==> src/rtl/core/cordic_atan2_phase_macros.svh <==
// ----------------------------------------------------------------------------
// cordic_atan2_phase assertion macros
// Concurrent assertion shorthands on aclk, with and without reset masking.
// ----------------------------------------------------------------------------
`ifndef CORDIC_ATAN2_PHASE_MACROS_SVH
`define CORDIC_ATAN2_PHASE_MACROS_SVH

// check on every rising edge once reset is released
`define CAP_ASSERT(label, prop, msg) \
    label: assert property (@(posedge aclk) disable iff (!aresetn) prop) else $error(msg);

// check on every rising edge, reset included
`define CAP_ASSERT_ALWAYS(label, prop, msg) \
    label: assert property (@(posedge aclk) prop) else $error(msg);

`endif

==> src/rtl/core/cap_pkg.sv <==
// ----------------------------------------------------------------------------
// cap_pkg
// Shared types and constants of the CORDIC atan2 phase pipeline.
// ----------------------------------------------------------------------------
package cap_pkg;

    localparam int PHASE_W     = 13;
    localparam int ITER_N      = 8;
    localparam int ITER_IDX_W  = 3;
    localparam int OUT_TDATA_W = 16;

    localparam logic signed [PHASE_W-1:0] HALF_PI = 13'sd1608;

    typedef struct packed {
        logic adv;
        logic vld;
    } stage_ctl_t;

    function automatic logic signed [PHASE_W-1:0] atan_entry(
        input logic [ITER_IDX_W-1:0] idx
    );
        logic signed [PHASE_W-1:0] val;
        unique case (idx)
            3'd0: val = 13'sd804;
            3'd1: val = 13'sd475;
            3'd2: val = 13'sd251;
            3'd3: val = 13'sd127;
            3'd4: val = 13'sd64;
            3'd5: val = 13'sd32;
            3'd6: val = 13'sd16;
            3'd7: val = 13'sd8;
            default: val = '0;
        endcase
        return val;
    endfunction

endpackage

==> src/rtl/core/cap_prerot.sv <==
// ----------------------------------------------------------------------------
// cap_prerot
// Input stage: widen the sample and fold the left half plane by a quarter turn.
// ----------------------------------------------------------------------------
module cap_prerot #(
    parameter int SAMPLE_W = 16
) (
    input  logic                              aclk,
    input  logic                              aresetn,
    input  cap_pkg::stage_ctl_t               ctl_i,
    input  logic [SAMPLE_W-1:0]               real_i,
    input  logic [SAMPLE_W-1:0]               imag_i,
    output logic                              valid_o,
    output logic signed [SAMPLE_W+1:0]        x_o,
    output logic signed [SAMPLE_W+1:0]        y_o,
    output logic signed [cap_pkg::PHASE_W-1:0] z_o
);

    localparam int W = SAMPLE_W + 2;

    logic signed [W-1:0]                x_ext, y_ext;
    logic signed [W-1:0]                x_next, y_next;
    logic signed [cap_pkg::PHASE_W-1:0] z_next;
    logic signed [W-1:0]                x_reg, y_reg;
    logic signed [cap_pkg::PHASE_W-1:0] z_reg;
    logic                               valid_reg;

    assign x_ext = {{2{real_i[SAMPLE_W-1]}}, real_i};
    assign y_ext = {{2{imag_i[SAMPLE_W-1]}}, imag_i};

    always_comb begin
        x_next = x_ext;
        y_next = y_ext;
        z_next = '0;
        if (x_ext < 0) begin
            if (y_ext >= 0) begin
                x_next = y_ext;
                y_next = -x_ext;
                z_next = cap_pkg::HALF_PI;
            end else begin
                x_next = -y_ext;
                y_next = x_ext;
                z_next = -cap_pkg::HALF_PI;
            end
        end
    end

    always_ff @(posedge aclk) begin
        if (!aresetn) begin
            valid_reg <= 1'b0;
        end else if (ctl_i.adv) begin
            valid_reg <= ctl_i.vld;
        end
    end

    always_ff @(posedge aclk) begin
        if (ctl_i.adv && ctl_i.vld) begin
            x_reg <= x_next;
            y_reg <= y_next;
            z_reg <= z_next;
        end
    end

    assign valid_o = valid_reg;
    assign x_o     = x_reg;
    assign y_o     = y_reg;
    assign z_o     = z_reg;

endmodule

==> src/rtl/core/cap_iter.sv <==
// ----------------------------------------------------------------------------
// cap_iter
// One registered CORDIC vectoring micro-rotation with a fixed shift.
// ----------------------------------------------------------------------------
module cap_iter #(
    parameter int W     = 18,
    parameter int SHIFT = 0
) (
    input  logic                               aclk,
    input  logic                               aresetn,
    input  cap_pkg::stage_ctl_t                ctl_i,
    input  logic signed [W-1:0]                x_i,
    input  logic signed [W-1:0]                y_i,
    input  logic signed [cap_pkg::PHASE_W-1:0] z_i,
    output logic                               valid_o,
    output logic signed [W-1:0]                x_o,
    output logic signed [W-1:0]                y_o,
    output logic signed [cap_pkg::PHASE_W-1:0] z_o
);

    logic signed [W-1:0]                xs, ys;
    logic signed [W-1:0]                x_next, y_next;
    logic signed [cap_pkg::PHASE_W-1:0] z_next, atan_val;
    logic signed [W-1:0]                x_reg, y_reg;
    logic signed [cap_pkg::PHASE_W-1:0] z_reg;
    logic                               valid_reg;

    assign xs       = x_i >>> SHIFT;
    assign ys       = y_i >>> SHIFT;
    assign atan_val = cap_pkg::atan_entry(cap_pkg::ITER_IDX_W'(SHIFT));

    always_comb begin
        if (y_i >= 0) begin
            x_next = x_i + ys;
            y_next = y_i - xs;
            z_next = z_i + atan_val;
        end else begin
            x_next = x_i - ys;
            y_next = y_i + xs;
            z_next = z_i - atan_val;
        end
    end

    always_ff @(posedge aclk) begin
        if (!aresetn) begin
            valid_reg <= 1'b0;
        end else if (ctl_i.adv) begin
            valid_reg <= ctl_i.vld;
        end
    end

    always_ff @(posedge aclk) begin
        if (ctl_i.adv && ctl_i.vld) begin
            x_reg <= x_next;
            y_reg <= y_next;
            z_reg <= z_next;
        end
    end

    assign valid_o = valid_reg;
    assign x_o     = x_reg;
    assign y_o     = y_reg;
    assign z_o     = z_reg;

endmodule

==> src/rtl/core/cap_delay.sv <==
// ----------------------------------------------------------------------------
// cap_delay
// Per-word phase delay line and the output register of the result stream.
// ----------------------------------------------------------------------------
module cap_delay #(
    parameter int DELAY = 1
) (
    input  logic                               aclk,
    input  logic                               aresetn,
    input  cap_pkg::stage_ctl_t                ctl_i,
    input  logic signed [cap_pkg::PHASE_W-1:0] phase_i,
    output logic                               valid_o,
    output logic signed [cap_pkg::PHASE_W-1:0] phase_o
);

    logic signed [cap_pkg::PHASE_W-1:0] line_reg [DELAY];
    logic signed [cap_pkg::PHASE_W-1:0] phase_reg;
    logic                               valid_reg;

    always_ff @(posedge aclk) begin
        if (!aresetn) begin
            valid_reg <= 1'b0;
            for (int i = 0; i < DELAY; i++) begin
                line_reg[i] <= '0;
            end
        end else if (ctl_i.adv) begin
            valid_reg <= ctl_i.vld;
            if (ctl_i.vld) begin
                for (int i = DELAY - 1; i > 0; i--) begin
                    line_reg[i] <= line_reg[i-1];
                end
                line_reg[0] <= phase_i;
            end
        end
    end

    always_ff @(posedge aclk) begin
        if (ctl_i.adv && ctl_i.vld) begin
            phase_reg <= line_reg[DELAY-1];
        end
    end

    assign valid_o = valid_reg;
    assign phase_o = phase_reg;

endmodule

==> src/rtl/core/cordic_atan2_phase.sv <==
// Stages: one input stage, eight rotation stages, the phase delay line, one output stage.
// Throughput: one word per cycle while the output is not stalled.
// A stall on m_axis_tready holds every stage together; nothing is lost or repeated.
// Reset (aresetn low, synchronous) empties the pipeline and zeroes the phase delay line,
// so the first DELAY result words carry phase 0.
// ----------------------------------------------------------------------------
// cordic_atan2_phase
// Phase of a complex sample stream by pipelined 8-step CORDIC vectoring.
// ----------------------------------------------------------------------------
`include "cordic_atan2_phase_macros.svh"

module cordic_atan2_phase #(
    parameter int SAMPLE_W = 16,
    parameter int DELAY    = 1
) (
    input  logic                                  aclk,
    input  logic                                  aresetn,
    input  logic                                  s_axis_tvalid,
    output logic                                  s_axis_tready,
    // real_in, imag_in
    input  logic [((2*SAMPLE_W+7)/8)*8-1:0]       s_axis_tdata,
    output logic                                  m_axis_tvalid,
    input  logic                                  m_axis_tready,
    // phase_out
    output logic [cap_pkg::OUT_TDATA_W-1:0]       m_axis_tdata
);

    localparam int W = SAMPLE_W + 2;

    logic                               adv;
    logic                               valid_s [cap_pkg::ITER_N+1];
    logic signed [W-1:0]                x_s     [cap_pkg::ITER_N+1];
    logic signed [W-1:0]                y_s     [cap_pkg::ITER_N+1];
    logic signed [cap_pkg::PHASE_W-1:0] z_s     [cap_pkg::ITER_N+1];
    logic signed [cap_pkg::PHASE_W-1:0] phase;

    assign adv           = !m_axis_tvalid || m_axis_tready;
    assign s_axis_tready = adv;

    cap_prerot #(
        .SAMPLE_W (SAMPLE_W)
    ) u_prerot (
        .aclk    (aclk),
        .aresetn (aresetn),
        .ctl_i   ({adv, s_axis_tvalid}),
        .real_i  (s_axis_tdata[SAMPLE_W-1:0]),
        .imag_i  (s_axis_tdata[2*SAMPLE_W-1:SAMPLE_W]),
        .valid_o (valid_s[0]),
        .x_o     (x_s[0]),
        .y_o     (y_s[0]),
        .z_o     (z_s[0])
    );

    for (genvar g = 0; g < cap_pkg::ITER_N; g++) begin : g_iter
        cap_iter #(
            .W     (W),
            .SHIFT (g)
        ) u_iter (
            .aclk    (aclk),
            .aresetn (aresetn),
            .ctl_i   ({adv, valid_s[g]}),
            .x_i     (x_s[g]),
            .y_i     (y_s[g]),
            .z_i     (z_s[g]),
            .valid_o (valid_s[g+1]),
            .x_o     (x_s[g+1]),
            .y_o     (y_s[g+1]),
            .z_o     (z_s[g+1])
        );
    end

    cap_delay #(
        .DELAY (DELAY)
    ) u_delay (
        .aclk    (aclk),
        .aresetn (aresetn),
        .ctl_i   ({adv, valid_s[cap_pkg::ITER_N]}),
        .phase_i (z_s[cap_pkg::ITER_N]),
        .valid_o (m_axis_tvalid),
        .phase_o (phase)
    );

    assign m_axis_tdata = {{(cap_pkg::OUT_TDATA_W - cap_pkg::PHASE_W){1'b0}}, phase};

    `CAP_ASSERT(a_accept_enters, s_axis_tvalid && s_axis_tready |=> valid_s[0], "accepted word did not enter the pipeline")
    `CAP_ASSERT(a_prerot_right_half, valid_s[0] |-> !x_s[0][W-1], "pre-rotation left x negative")
    `CAP_ASSERT(a_final_x_pos, valid_s[cap_pkg::ITER_N] |-> !x_s[cap_pkg::ITER_N][W-1], "final x negative")
    `CAP_ASSERT(a_angle_range, valid_s[cap_pkg::ITER_N] |-> (z_s[cap_pkg::ITER_N] <= 13'sd3385 && z_s[cap_pkg::ITER_N] >= -13'sd3385), "angle out of range")

endmodule

==> config.mk <==
export PLATFORM = sky130hd
export DESIGN_NAME = cordic_atan2_phase
export DESIGN_NICKNAME = d
export VERILOG_FILES = /design/src/rtl/core/cap_pkg.sv /design/src/rtl/core/cap_prerot.sv /design/src/rtl/core/cap_iter.sv /design/src/rtl/core/cap_delay.sv /design/src/rtl/core/cordic_atan2_phase.sv
export VERILOG_INCLUDE_DIRS = /design/src /design/src/rtl/core
export SDC_FILE = /design/constraint.sdc
export NUM_CORES = 1
export LEC_CHECK = 0
export BUFFER_PORTS_ARGS = -buffer_cell sky130_fd_sc_hd__buf_4
export CORE_ASPECT_RATIO = 0.9
export CORE_UTILIZATION = 52
export CTS_CLUSTER_DIAMETER = 50
export CTS_CLUSTER_SIZE = 8
export DETAILED_ROUTE_END_ITERATION = 8
export PLACE_DENSITY = 0.68
export SYNTH_ARGS = -nofsm -noshare
export SYNTH_HDL_FRONTEND = slang
export SYNTH_SLANG_ARGS = --single-unit
==> constraint.sdc <==
create_clock -name aclk -period 4.9 [get_ports aclk]
set_input_delay 0.735 -clock aclk [delete_from_list [all_inputs] [get_ports aclk]]
set_output_delay 0.735 -clock aclk [all_outputs]
set_load 0.005 [all_outputs]
==> results of run 1 <==
## cells by family after synthesis
group / Yosys count / share of synthesized area, %
AND/OR/NAND/NOR: 714 / 12.2
multiplexers: 19 / 0.691
flip-flops: 378 / 39.3
XOR/XNOR: 397 / 12.2
AO/OA/AOI/OAI: 767 / 16.7
buffers and inverters: 265 / 3.52
adder cells (fa/ha/maj): 339 / 15.4
other: 1 / 0.0131
## metal layers
layer | wire length (um) | vias up | part of all wire, %
li1 | - | 10512 | -
met1 | 29100 | 10151 | 44
met2 | 32100 | 483 | 48
met3 | 3460 | 99 | 5.2
met4 | 1750 | 0 | 2.6
met5 | 0 | - | 0
## per-stage QoR
step	hold WS (ps)	total power, mW	setup slack, ps
floorplan	400	5.96	1290
global placement	404	6.58	975
detailed placement	405	6.63	875
CTS	384	10.2	866
global route	411	10.6	486
finish	416	10.1	801
## cell usage in the layout (no fill, tap or decap), types with 7 or more instances in the layout
| cell type | instances |
|---|---|
| a31oi_1 | 22 |
| a2111oi_0 | 7 |
| o21bai_1 | 31 |
| ha_1 | 318 |
| nand4_1 | 12 |
| nand2b_1 | 46 |
| a21boi_0 | 16 |
| nand3_1 | 31 |
| nand2_1 | 176 |
| or4_1 | 14 |
| xnor2_1 | 252 |
| nor3_1 | 51 |
| conb_1 | 15 |
| fa_1 | 21 |
| or2_2 | 9 |
| buf_4 | 64 |
| o21ai_0 | 179 |
| and2_2 | 7 |
| nor2b_1 | 46 |
| and3_1 | 17 |
| o21a_1 | 53 |
| o22ai_1 | 7 |
| a21oi_1 | 249 |
| o211ai_1 | 10 |
| a21o_1 | 77 |
| mux2i_1 | 13 |
| and2_1 | 32 |
| nor2_1 | 204 |
| a211oi_1 | 13 |
| o31ai_1 | 43 |
| nor4_1 | 18 |
| clkbuf_16 | 56 |
| or3_1 | 28 |
| clkbuf_1 | 16 |
| xor2_1 | 145 |
| dfxtp_1 | 10 |
| inv_1 | 195 |
| o41ai_1 | 17 |
| edfxtp_1 | 368 |
## power breakdown
group	switching, mW	total, mW	internal [mW]
clock network	1.40	3.49	2.09
registers	0.164	4.03	3.86
logic	1.50	2.58	1.08
## layout make-up
cell class | count | share of cell area, %
clock buffers | 73 | 4.70
inverters | 197 | 2.36
clock inverters | 11 | 0.419
multi-input cells | 2251 | 52.3
flip-flops and latches | 378 | 35.9
diodes | 1 | 0.00797
repair buffers | 64 | 1.53
well taps | 705 | 2.81
## worst paths after layout
path,to,start,slack (ps)
worst max-delay path,g_iter[5].u_iter.y_o[17],g_iter[4].u_iter.x_o[8],800
worst min-delay path,u_delay.phase_o[7],u_delay.line_reg[0][7],420
worst min register to register,u_delay.phase_o[7],u_delay.line_reg[0][7],420
worst max register to register,g_iter[5].u_iter.y_o[17],g_iter[4].u_iter.x_o[8],800
==> reports/metrics.yaml, run 1 <==
clock_network:
  h-tree-depth: 2
  clockBufferDepth: 3
  holdBufCountCts: 0
  postCtsSetupRepairBufs: 0
  clockRootBuffer: "clkbuf_16"
  clk_pin_slew_ps: 50
  cts_resized: 0
  cts_tree: "built"
  clk_latency_ps: 620
  cts_sinks: 378
  cts_buffers: 56
hold_path:
  holdPathStages: 0
  hp-class: "register to register"
sta:
  rsz0062_at_grt: "false"
  setup_violations: 0
  maxSlewViolCount: 0
  tns_ps: 0
  max_freq_mhz: 244
  max-slew-margin-rel_pct: 22.1
  hold_viol: 0
  worstMarginPinSlew_ps: 1170
  fin_crit_ps: 4100
  skew_ps: 39.9
  fin_crit_sh_pct: 83.7
drt:
  wl_per_cell_um: 18.1
  drt_pass1_iterations: 6
  drc_errors: 0
  vias: 21245
  drt_iter0_drc: 1329
  drt_wl_total_mm: 66.4
  viasPerCell: 5.77
  ant_nets: 0
die:
  die_h_um: 225
  die-width_um: 249
  pin_count: 54
  start_util_pct: 52.7
  core-area_um2: 54300
  dieArea_um2: 56000
  num_rows: 81
critical_path:
  crit_fanout: 5
  cp_cell_sequence: "or4_1, nor3_1, nand2_1, o31ai_1, xor2_1, ha_1, a21oi_1, o21ai_0, a21oi_1, a21boi_0, o41ai_1, mux2i_1, nand4_1"
  cp_slowest_cell: "or4_1"
  cp.depth: 13
  worstPathArrival_ps: 4460
  end_kind: "register"
  cp_num_buf_inv: 0
  crit_family: "compound AO/OA/AOI/OAI gates"
  cp_data_required_time_ps: 5260
  cpPeakStageDelay_ps: 600
  cp-start-kind: "register"
  crit_type: "register to register"
  r2r_cells: 13
  crit_top_cell: "a21oi_1"
cells_and_area:
  fin_nets: 3323
  area_delta_synth_final_pct: 9.67
  regArea_um2: 11300
  multi_input_area_um2: 16400
  fillers: 4630
  postLayoutCoreUtil_pct: 57.8
  final_cells: 3680
  drive_gt1_share_pct: 5.58
  final_cell_area_um2: 31400
  largest_reg_flops: 109
global_routing:
  track_usage_pct: 23.7
  use_met3_pct: 3.70
  grt_use_met1_pct: 30.1
  grt_pass1_wl_mm: 107
  grt_pass1_vias: 20814
  grt_use_met2_pct: 41.6
  grt_max_degree: 59
  overflow: 0
  antenna_found_initial: 4
  grt.busiest_layer: "met2"
placement:
  post-dp-hpwl_mm: 52.1
  placedCellCount: 3595
  gp_congestion: 0.918
  io_buffers: 50
  dpl_cell_area_um2: 29800
yosys:
  synth_enable_flop_cells: 368
  ys_top_cells_by_area: "edfxtp_1 39%, ha_1 14%, xnor2_1 7.7%, xor2_1 4.4%, a21oi_1 4.4%"
  avgSynthCellArea_um2: 9.94
  async_flop_share_pct: 0
  ys_warn_count: 0
  syn_inst: 2880
  synth_area_um2: 28600
  ys_seq_area_share_pct: 39.3
  dominantRegCellSynth: "edfxtp_1"
  synth_most_common_cell: "edfxtp_1"
  synth_cell_types: 75
  synth_top_area_share_pct: 38.6
  synth.largest_area_cell: "edfxtp_1"
  synth_seq_cells: 378
  synthTopCellsByCount: "368 x edfxtp_1, 318 x ha_1, 252 x xnor2_1, 249 x a21oi_1, 204 x nor2_1"
power_and_ir_drop:
  p_leak_nw: 12.6
  pwr_density_cell_nw_per_um2: 322
  ir_drop_v: 0.000274
job:
  maxCapViolCount: 0
outcome:
  status: "finished clean"
No activity file was read; power rests on OpenSTA's default activity.
==> run 2, diff against run 1 <==
--- a/config.mk
+++ b/config.mk
@@ -12,7 +12,7 @@
 export CTS_CLUSTER_DIAMETER = 50
 export CTS_CLUSTER_SIZE = 8
 export DETAILED_ROUTE_END_ITERATION = 8
-export PLACE_DENSITY = 0.68
+export PLACE_DENSITY = 0.71
 export SYNTH_ARGS = -nofsm -noshare
 export SYNTH_HDL_FRONTEND = slang
 export SYNTH_SLANG_ARGS = --single-unit
==> constraint.sdc (replaced) <==
create_clock -name aclk -period 3.6 [get_ports aclk]
set_input_delay 0.54 -clock aclk [delete_from_list [all_inputs] [get_ports aclk]]
set_output_delay 0.54 -clock aclk [all_outputs]
set_load 0.005 [all_outputs]
==> reports/metrics.yaml, run 2 (synthesized netlist as in run 1, its figures left out) <==
outcome:
  status: "complete, but fails checks"
  violations: "setup timing"
power_and_ir_drop:
  p_leak_nw: 13.5
  ir_drop_v: 0.000389
  pwr_density_cell_nw_per_um2: 439
  finalPower_mw: 14.5
clock_network:
  clockBufferDepth: 3
  cts_buffers: 59
  clk_pin_slew_ps: 50
  cts_sinks: 378
  clk_latency_ps: 640
  cts_tree: "built"
  clockRootBuffer: "clkbuf_16"
  h-tree-depth: 2
placement:
  io_buffers: 50
  post-dp-hpwl_mm: 53.1
  gp_congestion: 0.970
  placedCellCount: 3704
die:
  pin_count: 54
  die-width_um: 249
  core-area_um2: 54300
  start_util_pct: 52.7
  num_rows: 81
  die_h_um: 225
  dieArea_um2: 56000
critical_path:
  crit_type: "register to register"
  crit_fanout: 2
  cp_data_required_time_ps: 3970
  cp_num_buf_inv: 1
  cp_cell_sequence: "inv_1, ha_2, nand2_2, or3_4, or3_4, o31ai_4, xnor2_1, ha_1, a21o_1, a21o_1, a221o_1, a21oi_2, o31ai_2, a21o_1, a21oi_2, xnor2_1"
  crit_top_cell: "a21o_1"
  worstPathArrival_ps: 3990
  end_kind: "register"
  cp_slowest_cell: "edfxtp_1"
  cp-start-kind: "register"
  crit_family: "compound AO/OA/AOI/OAI gates"
  cpPeakStageDelay_ps: 380
global_routing:
  antenna_found_initial: 0
  grt_pass1_wl_mm: 110
  grt_max_degree: 59
  overflow: 0
  track_usage_pct: 24.2
  grt_pass1_vias: 21495
sta:
  hold_viol: 0
  max-slew-margin-rel_pct: 28.3
  tns_ps: -20.8
  setup_violations: 2
  maxSlewViolCount: 0
  worstMarginPinSlew_ps: 1070
  fin_crit_sh_pct: 100
  max_freq_mhz: 276
  layout_setup_ws_ps: -17.1
  fin_crit_ps: 3620
  rsz0062_at_grt: "true"
  skew_ps: 53.3
job:
  maxCapViolCount: 0
cells_and_area:
  area_delta_synth_final_pct: 15.8
  drive_gt1_share_pct: 12.7
  largest_reg_flops: 109
  mostFrequentLayoutCells: "368 x edfxtp_1, 314 x ha_1, 251 x xnor2_1, 235 x a21oi_1, 201 x nor2_1"
  final_common_cell: "edfxtp_1"
  postLayoutCoreUtil_pct: 61.0
  fillers: 4489
  final_cells: 3831
  fin_nets: 3465
drt:
  wl_per_cell_um: 17.9
  drt_pass1_iterations: 6
  viasPerCell: 5.77
  vias: 22095
  drt_iter0_drc: 1647
  ant_nets: 0
  drc_errors: 0
  drt_wl_total_mm: 68.7
hold_path:
  hp-class: "primary input to register"
run 2: cell types whose count changed in the layout (fill, tap and decap cells not counted), sizes merged:
cell and change:
clkbuf +8, bufinv +4, buf +139
run 2: cell type report:
class,count,area [um^2],area share [%]
Clock inverter,15,256,0.774
Tap cell,705,882,2.66
Sequential cell,378,11300,34.0
Multi-Input combinational cell,2251,16900,50.9
Timing Repair Buffer,203,1550,4.69
Inverter,197,743,2.24
Antenna cell,1,2.50,0.00755
Clock buffer,81,1570,4.73
run 2: where the power goes:
part	switching, mW	total (mW)	internal, mW
sequential	0.192	5.45	5.26
combinational	2.15	3.83	1.68
clock	1.96	5.26	3.30
run 2: final timing paths:
path                                start  slack [ps]  cells after the start                       end
setup / recovery  g_iter[4].u_iter.y_o[6]         -20                     16  g_iter[5].u_iter.x_o[17]
hold / removal                    aresetn         210                      2  g_iter[6].u_iter.valid_o
setup reg to reg  g_iter[4].u_iter.y_o[6]         -20                     16  g_iter[5].u_iter.x_o[17]
hold reg to reg   g_iter[4].u_iter.z_o[3]         410                      0   g_iter[5].u_iter.z_o[3]
run 2: layer usage:
metal	wire length [um]	track usage [%]	vias up
met4	1680	7.33	0
met3	3110	3.11	106
met1	29900	31.0	10637
li1	-	-	10792
met5	0	0	-
met2	34000	42.7	560
run 2: what timing repair did:
action,CTS,global route
hold buffers,0,0
gates cloned,0,0
pin swaps,3,37
endpoints found under the setup margin,9,41
buffers inserted,0,30
gates resized for setup,13,102
run 2: metrics by stage:
step                      hold WS [ps]  instance area, um^2  setup WS, ps
after CTS                          180                32500         -64.1
after floorplan                    400                28700          18.2
after detailed placement           405                30600          -114
after global routing               192                33100          -199
final                              211                33100         -17.1
after global placement             403                30600         -61.4
